===== src/rtl/mtnl_pkg.sv =====
// shared types, constants and bit-interleave helpers for the morton neighbor lister
`default_nettype none
package mtnl_pkg;

	localparam int ID_W    = 31;
	localparam int X_W     = 16;
	localparam int Y_W     = 15;
	localparam int LEVEL_W = 4;
	localparam int NBR_N   = 9;

	localparam int QUEUE_DEPTH = 2;
	localparam int QPTR_W      = $clog2(QUEUE_DEPTH);
	localparam int QCNT_W      = $clog2(QUEUE_DEPTH + 1);

	localparam int PADDR_W = 3;
	localparam int PDATA_W = 32;

	// register index, taken from paddr above the byte offset
	localparam logic [0:0] REG_MESH_LEVEL = 1'b0;

	// one classified tile waiting for the back end
	typedef struct packed {
		logic [X_W-1:0]   x;
		logic [Y_W-1:0]   y;
		logic [NBR_N-1:0] mask;
	} nbr_entry_t;

	function automatic logic [X_W-1:0] gather_x(input logic [ID_W-1:0] id);
		logic [X_W-1:0] v;
		v = '0;
		for (int k = 0; k < X_W; k++) begin
			v[k] = id[2*k];
		end
		return v;
	endfunction

	function automatic logic [Y_W-1:0] gather_y(input logic [ID_W-1:0] id);
		logic [Y_W-1:0] v;
		v = '0;
		for (int k = 0; k < Y_W; k++) begin
			v[k] = id[2*k+1];
		end
		return v;
	endfunction

	function automatic logic [ID_W-1:0] weave(input logic [X_W-1:0] x,
			input logic [Y_W-1:0] y);
		logic [ID_W-1:0] c;
		c = '0;
		for (int k = 0; k < X_W; k++) begin
			c[2*k] = x[k];
		end
		for (int k = 0; k < Y_W; k++) begin
			c[2*k+1] = y[k];
		end
		return c;
	endfunction

endpackage
`default_nettype wire


===== src/rtl/mtnl_front.sv =====
// front end: splits the tile id and marks which of the nine neighbors are in range
`default_nettype none
module mtnl_front import mtnl_pkg::*; (
	input  wire logic               accept,
	input  wire logic [ID_W-1:0]    tile_id,
	input  wire logic [LEVEL_W-1:0] mesh_level,
	output nbr_entry_t              entry,
	output logic                    push
);

	logic [X_W-1:0] x;
	logic [Y_W-1:0] y;
	logic [X_W:0]   x_ext;
	logic [X_W:0]   max_x;
	logic [Y_W:0]   y_ext;
	logic [Y_W:0]   max_y;
	logic [2:0]     x_ok;
	logic [2:0]     y_ok;
	logic [NBR_N-1:0] mask;

	always_comb begin
		x     = gather_x(tile_id);
		y     = gather_y(tile_id);
		x_ext = {1'b0, x};
		y_ext = {1'b0, y};
		max_x = (X_W+1)'(1) << ({1'b0, mesh_level} + 5'd1);
		max_y = (Y_W+1)'(1) << mesh_level;

		// index 0 is offset -1, 1 is 0, 2 is +1
		x_ok[0] = (x != '0) && ((x_ext - (X_W+1)'(1)) < max_x);
		x_ok[1] = x_ext < max_x;
		x_ok[2] = (x_ext + (X_W+1)'(1)) < max_x;
		y_ok[0] = (y != '0) && ((y_ext - (Y_W+1)'(1)) < max_y);
		y_ok[1] = y_ext < max_y;
		y_ok[2] = (y_ext + (Y_W+1)'(1)) < max_y;

		// x offset is the outer loop: bit 3*i+j
		for (int i = 0; i < 3; i++) begin
			for (int j = 0; j < 3; j++) begin
				mask[3*i+j] = x_ok[i] & y_ok[j];
			end
		end

		entry.x    = x;
		entry.y    = y;
		entry.mask = mask;
		// a tile with no neighbor in range produces nothing
		push       = accept && (mask != '0);
	end

endmodule
`default_nettype wire


===== src/rtl/mtnl_queue.sv =====
// short queue between the front and back ends
`default_nettype none
module mtnl_queue import mtnl_pkg::*; (
	input  wire logic       clk,
	input  wire logic       arst_n,
	input  wire logic       push,
	input  wire nbr_entry_t wr_entry,
	input  wire logic       pop,
	output nbr_entry_t      rd_entry,
	output logic            full,
	output logic            nonempty
);

	nbr_entry_t          slot_q [QUEUE_DEPTH];
	logic [QPTR_W-1:0]   wr_ptr_q;
	logic [QPTR_W-1:0]   rd_ptr_q;
	logic [QCNT_W-1:0]   count_q;

	always_ff @(posedge clk or negedge arst_n) begin
		if (!arst_n) begin
			wr_ptr_q <= '0;
			rd_ptr_q <= '0;
			count_q  <= '0;
		end else begin
			if (push) begin
				wr_ptr_q <= (wr_ptr_q == QPTR_W'(QUEUE_DEPTH - 1)) ? '0 : wr_ptr_q + 1'b1;
			end
			if (pop) begin
				rd_ptr_q <= (rd_ptr_q == QPTR_W'(QUEUE_DEPTH - 1)) ? '0 : rd_ptr_q + 1'b1;
			end
			if (push && !pop) begin
				count_q <= count_q + 1'b1;
			end else if (pop && !push) begin
				count_q <= count_q - 1'b1;
			end
		end
	end

	always_ff @(posedge clk) begin
		if (push) begin
			slot_q[wr_ptr_q] <= wr_entry;
		end
	end

	assign rd_entry = slot_q[rd_ptr_q];
	assign full     = count_q == QCNT_W'(QUEUE_DEPTH);
	assign nonempty = count_q != '0;

endmodule
`default_nettype wire


===== src/rtl/mtnl_back.sv =====
// back end: walks the in-range neighbors of one tile, one word per cycle
`default_nettype none
module mtnl_back import mtnl_pkg::*; (
	input  wire logic       clk,
	input  wire logic       arst_n,
	input  wire nbr_entry_t q_entry,
	input  wire logic       q_nonempty,
	output logic            pop,
	output logic            result_valid,
	output logic [ID_W-1:0] neighbor_id,
	output logic            last_neighbor
);

	nbr_entry_t       cur_q;
	logic             cur_valid_q;
	logic             out_valid_q;
	logic [ID_W-1:0]  out_id_q;
	logic             out_last_q;

	logic [NBR_N-1:0] low;
	logic [NBR_N-1:0] rest;
	logic             dx_m, dx_p, dy_m, dy_p;
	logic [X_W-1:0]   nx;
	logic [Y_W-1:0]   ny;
	logic             finish;

	always_comb begin
		// lowest pending neighbor and what is left after it
		rest = cur_q.mask & (cur_q.mask - NBR_N'(1));
		low  = cur_q.mask & ~rest;
		dx_m = low[2:0] != '0;
		dx_p = low[8:6] != '0;
		dy_m = low[0] | low[3] | low[6];
		dy_p = low[2] | low[5] | low[8];
		nx   = cur_q.x - X_W'(dx_m) + X_W'(dx_p);
		ny   = cur_q.y - Y_W'(dy_m) + Y_W'(dy_p);
		finish = cur_valid_q && (rest == '0);
		pop  = q_nonempty && (!cur_valid_q || finish);
	end

	always_ff @(posedge clk or negedge arst_n) begin
		if (!arst_n) begin
			cur_valid_q <= 1'b0;
			out_valid_q <= 1'b0;
			out_last_q  <= 1'b0;
		end else begin
			out_valid_q <= cur_valid_q;
			out_last_q  <= finish;
			if (pop) begin
				cur_valid_q <= 1'b1;
			end else if (finish) begin
				cur_valid_q <= 1'b0;
			end
		end
	end

	always_ff @(posedge clk) begin
		if (pop) begin
			cur_q <= q_entry;
		end else if (cur_valid_q) begin
			cur_q.mask <= rest;
		end
		if (cur_valid_q) begin
			out_id_q <= weave(nx, ny);
		end
	end

	assign result_valid  = out_valid_q;
	assign neighbor_id   = out_id_q;
	assign last_neighbor = out_last_q;

endmodule
`default_nettype wire


===== src/rtl/morton_tile_neighbor_list_core.sv =====
// top level of the morton tile neighbor lister with its register port
// Usage:
//   Set mesh_level through the APB port (byte address 0) while the block is idle.
//   The grid then has 2^(level+1) columns and 2^level rows.
//   Issue a tile by raising start with tile_id; it is taken at a clock edge where
//   busy is low. busy is high only while the two-entry queue is full.
//   For each tile the block emits every in-range tile of the 3x3 block around it,
//   x offset outer, y offset inner, one word per cycle on neighbor_id with
//   result_valid high for that one cycle; last_neighbor marks the final word.
//   A tile with no neighbor in range emits nothing.
// Timing:
//   first word of a tile passes the queue, the walker register and the output
//   register when the back end is free; a tile holds the back end while it
//   walks its in-range neighbors (1 to 9); words of the next tile follow with no
//   gap if queued. The front end takes one tile per cycle until the queue fills.
// Reset: arst_n clears the queue, the walker and mesh_level (level 0).
// The receiver cannot stall: every word is shown for exactly one cycle.
`default_nettype none
module morton_tile_neighbor_list_core import mtnl_pkg::*; (
	input  wire logic               clk,
	input  wire logic               arst_n,
	input  wire logic               psel,
	input  wire logic               penable,
	input  wire logic               pwrite,
	input  wire logic [PADDR_W-1:0] paddr,
	input  wire logic [PDATA_W-1:0] pwdata,
	output logic [PDATA_W-1:0]      prdata,
	output logic                    pready,
	input  wire logic               start,
	input  wire logic [ID_W-1:0]    tile_id,
	output logic                    busy,
	output logic                    result_valid,
	output logic [ID_W-1:0]         neighbor_id,
	output logic                    last_neighbor
);

	logic [LEVEL_W-1:0] mesh_level_q;
	logic               accept;
	logic               push;
	logic               pop;
	logic               q_full;
	logic               q_nonempty;
	nbr_entry_t         front_entry;
	nbr_entry_t         q_entry;

	always_ff @(posedge clk or negedge arst_n) begin
		if (!arst_n) begin
			mesh_level_q <= '0;
		end else if (psel && penable && pwrite && pready
				&& paddr[PADDR_W-1:2] == REG_MESH_LEVEL) begin
			mesh_level_q <= pwdata[LEVEL_W-1:0];
		end
	end

	always_comb begin
		prdata = '0;
		if (paddr[PADDR_W-1:2] == REG_MESH_LEVEL) begin
			prdata = PDATA_W'(mesh_level_q);
		end
	end

	assign pready = 1'b1;
	assign busy   = q_full;
	assign accept = start && !busy;

	mtnl_front u_front (
		.accept     (accept),
		.tile_id    (tile_id),
		.mesh_level (mesh_level_q),
		.entry      (front_entry),
		.push       (push)
	);

	mtnl_queue u_queue (
		.clk      (clk),
		.arst_n   (arst_n),
		.push     (push),
		.wr_entry (front_entry),
		.pop      (pop),
		.rd_entry (q_entry),
		.full     (q_full),
		.nonempty (q_nonempty)
	);

	mtnl_back u_back (
		.clk           (clk),
		.arst_n        (arst_n),
		.q_entry       (q_entry),
		.q_nonempty    (q_nonempty),
		.pop           (pop),
		.result_valid  (result_valid),
		.neighbor_id   (neighbor_id),
		.last_neighbor (last_neighbor)
	);

endmodule
`default_nettype wire


===== config.mk =====
export PLATFORM = sky130hd
export DESIGN_NAME = morton_tile_neighbor_list_core
export DESIGN_NICKNAME = d
export VERILOG_FILES = /design/src/rtl/mtnl_pkg.sv /design/src/rtl/mtnl_front.sv /design/src/rtl/mtnl_queue.sv /design/src/rtl/mtnl_back.sv /design/src/rtl/morton_tile_neighbor_list_core.sv
export SDC_FILE = /design/constraint.sdc
export NUM_CORES = 1
export LEC_CHECK = 0
export BUFFER_PORTS_ARGS = -buffer_cell sky130_fd_sc_hd__buf_2
export CAP_MARGIN = 20
export CELL_PAD_IN_SITES_DETAIL_PLACEMENT = 1
export CELL_PAD_IN_SITES_GLOBAL_PLACEMENT = 2
export CORE_MARGIN = 2
export CORE_UTILIZATION = 25
export CTS_CLUSTER_SIZE = 24
export DETAILED_ROUTE_END_ITERATION = 16
export MAX_ROUTING_LAYER = met4
export PLACE_DENSITY = 0.57
export REMOVE_ABC_BUFFERS = 1
export SLEW_MARGIN = 20
export SYNTH_ARGS = -nofsm -noshare
export SYNTH_HDL_FRONTEND = slang
export SYNTH_HIERARCHICAL = 1
export SYNTH_SLANG_ARGS = --single-unit

===== constraint.sdc =====
create_clock -name clk -period 16.7 [get_ports clk]
set_input_delay 3.34 -clock clk [delete_from_list [all_inputs] [get_ports clk]]
set_output_delay 3.34 -clock clk [all_outputs]
set_load 0.02 [all_outputs]

Word-level counts from Yosys, hierarchy flattened:

Memory sizes are Yosys's and may differ from the RTL's.
Cells that the tools add are included.

* ROM bits: 0
* RAM bits: 80
* word-level logic and storage cells: 89
* latch bits: 0
* register bits after elaboration: 82
* input bits: 72
* memories kept: 1

Memories
* u_queue.slot_q: depth 2, bits a word 40, rd ports 1, clocked after Yosys merged registers in 0, wr ports 1, RTL line mtnl_queue.sv:14 `nbr_entry_t slot_q [QUEUE_DEPTH];`

* divide/modulo/power cells: 0
* reduce and logical (&&, ||, !) cells: 26
* muxes and demuxes: 11
* multipliers: 0
* eq/ne operators: 1
* shifts and indexed selects: 2
* add/subtract/negate cells: 14
* order comparisons: 6
* bitwise logic cells: 17

Operator list (count)
* $lt 17x17->1: 2
* $lt 16x16->1: 2
* $and 9x9->9: 2
* $mux 9: 2
* $add 16x1->17 const B: 1
* $lt 16x17->1: 1
* $shl 1x5->17 const A: 1
* $sub 16x1->17 const B: 1
* $add 15x1->16 const B: 1
* $add 16x1->16: 1
* $lt 15x16->1: 1
* $reduce_bool 16->1: 1
* $shl 1x4->16 const A: 1
* $sub 15x1->16 const B: 1
* $sub 16x1->16: 1
* $add 15x1->15: 1
* $reduce_bool 15->1: 1
* $sub 15x1->15: 1
* $logic_and 1x1->1: 11
* $and 1x1->1: 9
* $logic_not 9->1: 1
* $not 9->9: 1
* $reduce_bool 9->1: 1
* $sub 9x1->9 const B: 1
* other kinds (14): 31

Longest topological paths before layout:

* depth after elaboration: 11
* depth in mapped cells: 18
* mapped depth without buffers: 17

Hierarchy:

The synthesis kept the hierarchy.

Modules (own cells, without submodules)
* mtnl_back: area an instance 4008.8 µm², cells each 330, instances 1, seq. area each 2207.1 µm²
* mtnl_front: area an instance 3653.5 µm², cells each 492, instances 1, seq. area each 0.0 µm²
* mtnl_queue: area an instance 3279.4 µm², cells each 141, instances 1, seq. area each 2502.4 µm²
* morton_tile_neighbor_list_core: area an instance 435.4 µm², cells each 45, instances 1, seq. area each 100.1 µm²

Least setup slack after synthesis:

No wires, ideal clock.

* path type: input-to-reg
* from: input tile_id[20]
* to: memory u_queue/slot_q[0][0] (netlist bit), enable pin
* buffers on the path: 1
* arrival time: 7.878 ns
* stages on the path: 12
* slack: 8.380 ns
* required time: 16.258 ns
* setup time: 0.442 ns
* cell sequence: buf_6 or4_4 or4_4 nor2_1 xor2_1 ha_1 nor2b_1 o21ai_0 o21ai_2 a2111o_2 a31oi_1 nor2b_1

* cells in the longest elaborated chain, start to end: 8

RTL lines
* start: declaration: RTL line morton_tile_neighbor_list_core.sv:30 `input wire logic [ID_W-1:0] tile_id,`
* $sub 16x1->17: RTL line mtnl_front.sv:30 `x_ok[0] = (x != '0) && ((x_ext - (X_W+1)'(1)) < max_x);`
* $lt 17x17->1: RTL line mtnl_front.sv:30
* $logic_and 1x1->1: RTL line mtnl_front.sv:30
* $and 1x1->1: RTL line mtnl_front.sv:40 `mask[3*i+j] = x_ok[i] & y_ok[j];`
* $reduce_bool 9->1 *: RTL line mtnl_front.sv:48 `push = accept && (mask != '0);`
* $logic_and 1x1->1 *: RTL line mtnl_front.sv:48
* named net push: RTL line morton_tile_neighbor_list_core.sv:39 `logic push;`
* $mux 1 *: RTL line mtnl_queue.sv:40 `if (push) begin`
* $mux 1 (not written as such) *: RTL line mtnl_queue.sv:41 `slot_q[wr_ptr_q] <= wr_entry;`
* end: declaration: RTL line mtnl_queue.sv:14

The timed path passes the listed nets; every way through them passes the cells marked *.

Worst setup path in the final report:

* from: input tile_id[4]
* to: memory u_queue/slot_q[1][30] (netlist bit), enable pin

Same word-level chain as after synthesis.

==> tab_implementation.tex <==
\begin{tabular}{lr}
\hline
Metric & Value \\
\hline
\multicolumn{2}{l}{\textbf{Timing}} \\
\quad Peak clock frequency supported by timing & 133 MHz \\
\quad Worst Tran Pin Value & 1020 ps \\
\quad Summed negative setup slack over all endpoints & 0 ps \\
\quad Final Skew & 14.4 ps \\
\quad Worst-case hold slack & 500 ps \\
\quad Number of setup violations in the final report & 0 \\
\quad Number of endpoints with negative hold slack in the final report & 0 \\
\quad RSZ-0062 raised after global routing & no \\
\quad Slew Limit Fails & 0 \\
\quad Fraction of the cycle the final worst path needs & 45.1\% \\
\quad Time the worst path needs with I/O delays and setup & 7530 ps \\
\quad Remaining max-slew budget at the tightest pin & 31.2\% \\
\multicolumn{2}{l}{\textbf{Detailed routing}} \\
\quad Highest signal layer in the routed design & met4 \\
\quad Total via count after detailed routing & 7381 \\
\quad Wire length on met3 & 628 um \\
\quad Wl on met1 & 13500 um \\
\quad Per-cell routed wire length & 16.4 um \\
\quad Routed Wire Length & 27200 um \\
\quad Final antenna-violating net count & 0 \\
\quad Violation count after the first detailed-routing iteration & 269 \\
\quad Detail Route met2 WL & 12800 um \\
\quad Via density & 4.44 \\
\quad Final routed DRC violation total & 0 \\
\quad Initial DRT Pass Iterations & 4 \\
\multicolumn{2}{l}{\textbf{Logic synthesis}} \\
\quad Count of flip-flops with a built-in enable after synthesis & 151 \\
\quad Register bit count reported by yosys & 162 \\
\quad Share of the yosys chip area belonging to registers & 42.3\% \\
\quad Library cell occupying the most area in the post-synthesis netlist & sky130\_fd\_sc\_hd\_\_edfxtp\_1 \\
\quad Portion of synthesized cell area occupied by the leading cell type & 39.9\% \\
\quad Count of mapped cells out of synthesis & 1008 \\
\quad Number of warnings issued by yosys & 6 \\
\quad Synthesized area per cell & 11.3 um2 \\
\quad Area of the mapped netlist & 11400 um2 \\
\quad Yosys cell types & 75 \\
\quad Post-synth ARST share & 6.79\% \\
\quad Top cells by area, synth & sky130\_fd\_sc\_hd\_\_edfxtp\_1, sky130\_fd\_sc\_hd\_\_ha\_1, sky130\_fd\_sc\_hd\_\_mux2\_4 \\
\quad Primary FF master, synth & sky130\_fd\_sc\_hd\_\_edfxtp\_1 \\
\multicolumn{2}{l}{\textbf{Critical path}} \\
\quad Worst path buffer plus inverter count & 1 \\
\quad Worst endpoint required time & 16750 ps \\
\quad CP startpoint kind & primary input \\
\quad Worst endpoint data arrival time & 7580 ps \\
\quad Reg2Reg Depth & 12 \\
\quad Type of the setup path with the least slack & primary input to flip-flop \\
\quad Highest cell delay on the worst timing path & 920 ps \\
\quad Crit-path cells & buf\_2 -> and3\_1 -> and3\_1 -> nand2\_1 -> nor3\_1 -> nand4\_1 -> xnor2\_1 -> ha\_1 -> a21oi\_1 -> nor2b\_1 -> a2111oi\_0 -> o21ai\_0 -> a31o\_2 -> a31oi\_1 -> and2\_2 \\
\quad End of the worst register-to-register path & u\_queue/slot\_q[1][30] \\
\quad Slowest cell on crit path & sky130\_fd\_sc\_hd\_\_and2\_2 \\
\quad Register-to-Register Setup Slack & 11420 ps \\
\quad Top cell by count, worst path & sky130\_fd\_sc\_hd\_\_and3\_1 \\
\quad CP top delay family & simple AND/OR/NAND/NOR gates \\
\quad Worst reg2reg path startpoint & mesh\_level\_q[2] \\
\quad Critical path startpoint & tile\_id[4] \\
\quad Type of destination of the critical path & flip-flop \\
\quad Critical-path maximum fanout & 40 \\
\multicolumn{2}{l}{\textbf{Power and ir drop}} \\
\quad Static leakage & 5.01 nW \\
\quad Peak VDD IR & 0.101 mV \\
\quad Power per standard cell area & 182 nW/um2 \\
\multicolumn{2}{l}{\textbf{Hold path}} \\
\quad Worst Min Path Start & u\_queue/count\_q[1] \\
\quad Path class of the lowest-slack min-delay path & flip-flop to flip-flop \\
\quad Cells on Worst Hold Path & 1 \\
\quad Sink of the worst hold path & u\_queue/count\_q[1] \\
\multicolumn{2}{l}{\textbf{Layout}} \\
\quad Layout Area Growth over Synthesis & 10.8\% \\
\quad Layout cell share with drive strength beyond 1 & 18.8\% \\
\quad Count of nets after finishing & 1254 \\
\quad Fill cells & 5062 \\
\multicolumn{2}{l}{\textbf{Placed design}} \\
\quad Total half-perimeter wirelength after legalization and detailed placement & 21200 um \\
\quad Port Buf Inserts & 79 \\
\quad RePlAce Congestion & 0.766 \\
\multicolumn{2}{l}{\textbf{Global route}} \\
\quad Antenna violations before repair & 1 \\
\quad Number of global-route vias before repair & 7649 \\
\quad All-layer global routing usage & 12.2\% \\
\quad First-pass GRT wire length & 43200 um \\
\quad Total global routing overflow & 0 \\
\quad Largest net degree at the start of global routing & 42 \\
\multicolumn{2}{l}{\textbf{Clocking}} \\
\quad Setup Buffers After CTS & 0 \\
\quad Inserted Clock Buffers & 17 \\
\quad Longest Clk Path Bufs & 2 \\
\quad Number of instances resized during post-cts repair & 0 \\
\quad H-tree depth & 4 \\
\quad Clock transition at the registers of the reported paths & 70 ps \\
\quad CTS root buf & sky130\_fd\_sc\_hd\_\_clkbuf\_16 \\
\quad Source-to-sink clock delay at the later pin of the worst-skew pair & 440 ps \\
\quad CTS hold repair buffers & 0 \\
\quad Total clock sinks & 162 \\
\quad TritonCTS clock tree & yes \\
\multicolumn{2}{l}{\textbf{Floorplanning}} \\
\quad DIE AREA & 47200 um2 \\
\quad Placeable core area & 45200 um2 \\
\quad Die Span X & 217 um \\
\quad Row count & 78 \\
\quad Initial core utilization & 25.2\% \\
\quad Die extent in y & 217 um \\
\quad Count of pins on the block boundary & 139 \\
\multicolumn{2}{l}{\textbf{Run status}} \\
\quad Outcome & finished, final reports clean \\
\multicolumn{2}{l}{\textbf{Run}} \\
\quad Count of max-cap constraint violations & 0 \\
\hline
\end{tabular}
final cells by class:
cell class | instances | area, um2 | share of cell area [%]
inverter | 54 | 203 | 1.61
clock buffer | 18 | 429 | 3.40
sequential | 162 | 4810 | 38.2
clock inverter | 14 | 194 | 1.54
tap | 600 | 751 | 5.96
multi-input combinational | 732 | 5800 | 46.0
timing repair buffer | 82 | 418 | 3.32
antenna | 1 | 2.50 | 0.0199
worst register-to-register path, stage by stage, from the launching register on:
cell and delay [ps]:
sky130_fd_sc_hd__dfrtp_1 650, sky130_fd_sc_hd__inv_1 170, sky130_fd_sc_hd__ha_1 430, sky130_fd_sc_hd__nor2b_1 340, sky130_fd_sc_hd__nand2_1 220, sky130_fd_sc_hd__ha_1 350
sky130_fd_sc_hd__a41oi_1 220, sky130_fd_sc_hd__nor2_1 60, sky130_fd_sc_hd__a2111oi_0 480, sky130_fd_sc_hd__o21ai_0 300, sky130_fd_sc_hd__a31o_2 350, sky130_fd_sc_hd__a31oi_1 390
sky130_fd_sc_hd__and2_2 920
kinds of logic after synthesis:
| logic type | share of synthesized area, % |
|---|---|
| AND/OR/NAND/NOR | 12.5 |
| AO/OA/AOI/OAI | 9.75 |
| flip-flops | 42.3 |
| buffers and inverters | 7.74 |
| adder cells (fa/ha/maj) | 14.8 |
| XOR/XNOR | 6.31 |
| multiplexers | 6.52 |
| other | 0.0660 |
sequential cells by signal, summed over array words and instances, names as in the netlist:
register and cells:
u_back/neighbor_id 31, u_queue/slot_q 80, u_back/last_neighbor 1, u_queue/count_q 2
u_back/result_valid 1, u_back/cur_q 40, mesh_level_q 4, u_queue/rd_ptr_q 1
u_back/cur_valid_q 1, u_queue/wr_ptr_q 1
metal layers:
| metal | GRT usage [%] | vias to the layer above |
|---|---|---|
| met4 | 2.88 | 0 |
| met1 | 16.0 | 3596 |
| met2 | 19.7 | 88 |
| met3 | 2.07 | 12 |
| met5 | - | - |
| li1 | - | 3685 |
stage by stage:
step / instances / instance area (um2) / setup WS [ps] / utilization, % / power (mW)
floorplan: 948 / 10800 / 8480 / - / 1.60
global placement: 1630 / 12000 / 8610 / 26.5 / 1.90
detailed placement: 1630 / 12000 / 8610 / 26.5 / 1.91
CTS: 1662 / 12600 / 9060 / 27.9 / 2.34
global route: 1663 / 12600 / 8790 / 27.9 / 2.48
finish: 1663 / 12600 / 9170 / 27.9 / 2.29
worst max path at each step:
| stage | endpoint | slack (ps) | cells after the start |
|---|---|---|---|
| 2_1_floorplan | u_queue/slot_q[0][0] | 8480 | 11 |
| 3_3_place_gp | u_queue/slot_q[1][24] | 8610 | 15 |
| 3_5_place_dp | u_queue/slot_q[1][25] | 8610 | 15 |
| 4_1_cts | u_queue/slot_q[1][30] | 9060 | 15 |
| 5_1_grt | u_queue/slot_q[1][30] | 8790 | 15 |
| 6_report | u_queue/slot_q[1][30] | 9170 | 15 |
synth_stat cells (all sizes together), types with 15 or more instances:
master / n
o21ai: 37
ha: 131
mux2: 48
nand4: 15
nand3: 35
a21oi: 48
buf: 73
xnor2: 44
nand2: 59
edfxtp: 151
nor3: 26
inv: 54
nor2: 63
xor2: 38
cell usage in the layout, fill, tap and decap left out, drive strengths merged, types with 38 or more instances in the layout:
| master | n |
|---|---|
| a21oi | 48 |
| buf | 82 |
| edfxtp | 151 |
| ha | 131 |
| inv | 61 |
| mux2 | 48 |
| nand2 | 59 |
| nor2 | 63 |
| xnor2 | 44 |
| xor2 | 38 |
report_power, final:
| part | internal, mW | total (mW) | switching, mW | leakage [nW] |
|---|---|---|---|---|
| registers | 0.683 | 0.754 | 0.0713 | 1.58 |
| logic | 0.473 | 1.13 | 0.653 | 3.13 |
| clock network | 0.241 | 0.413 | 0.172 | 0.303 |
Power figures use the tool's default switching activity.
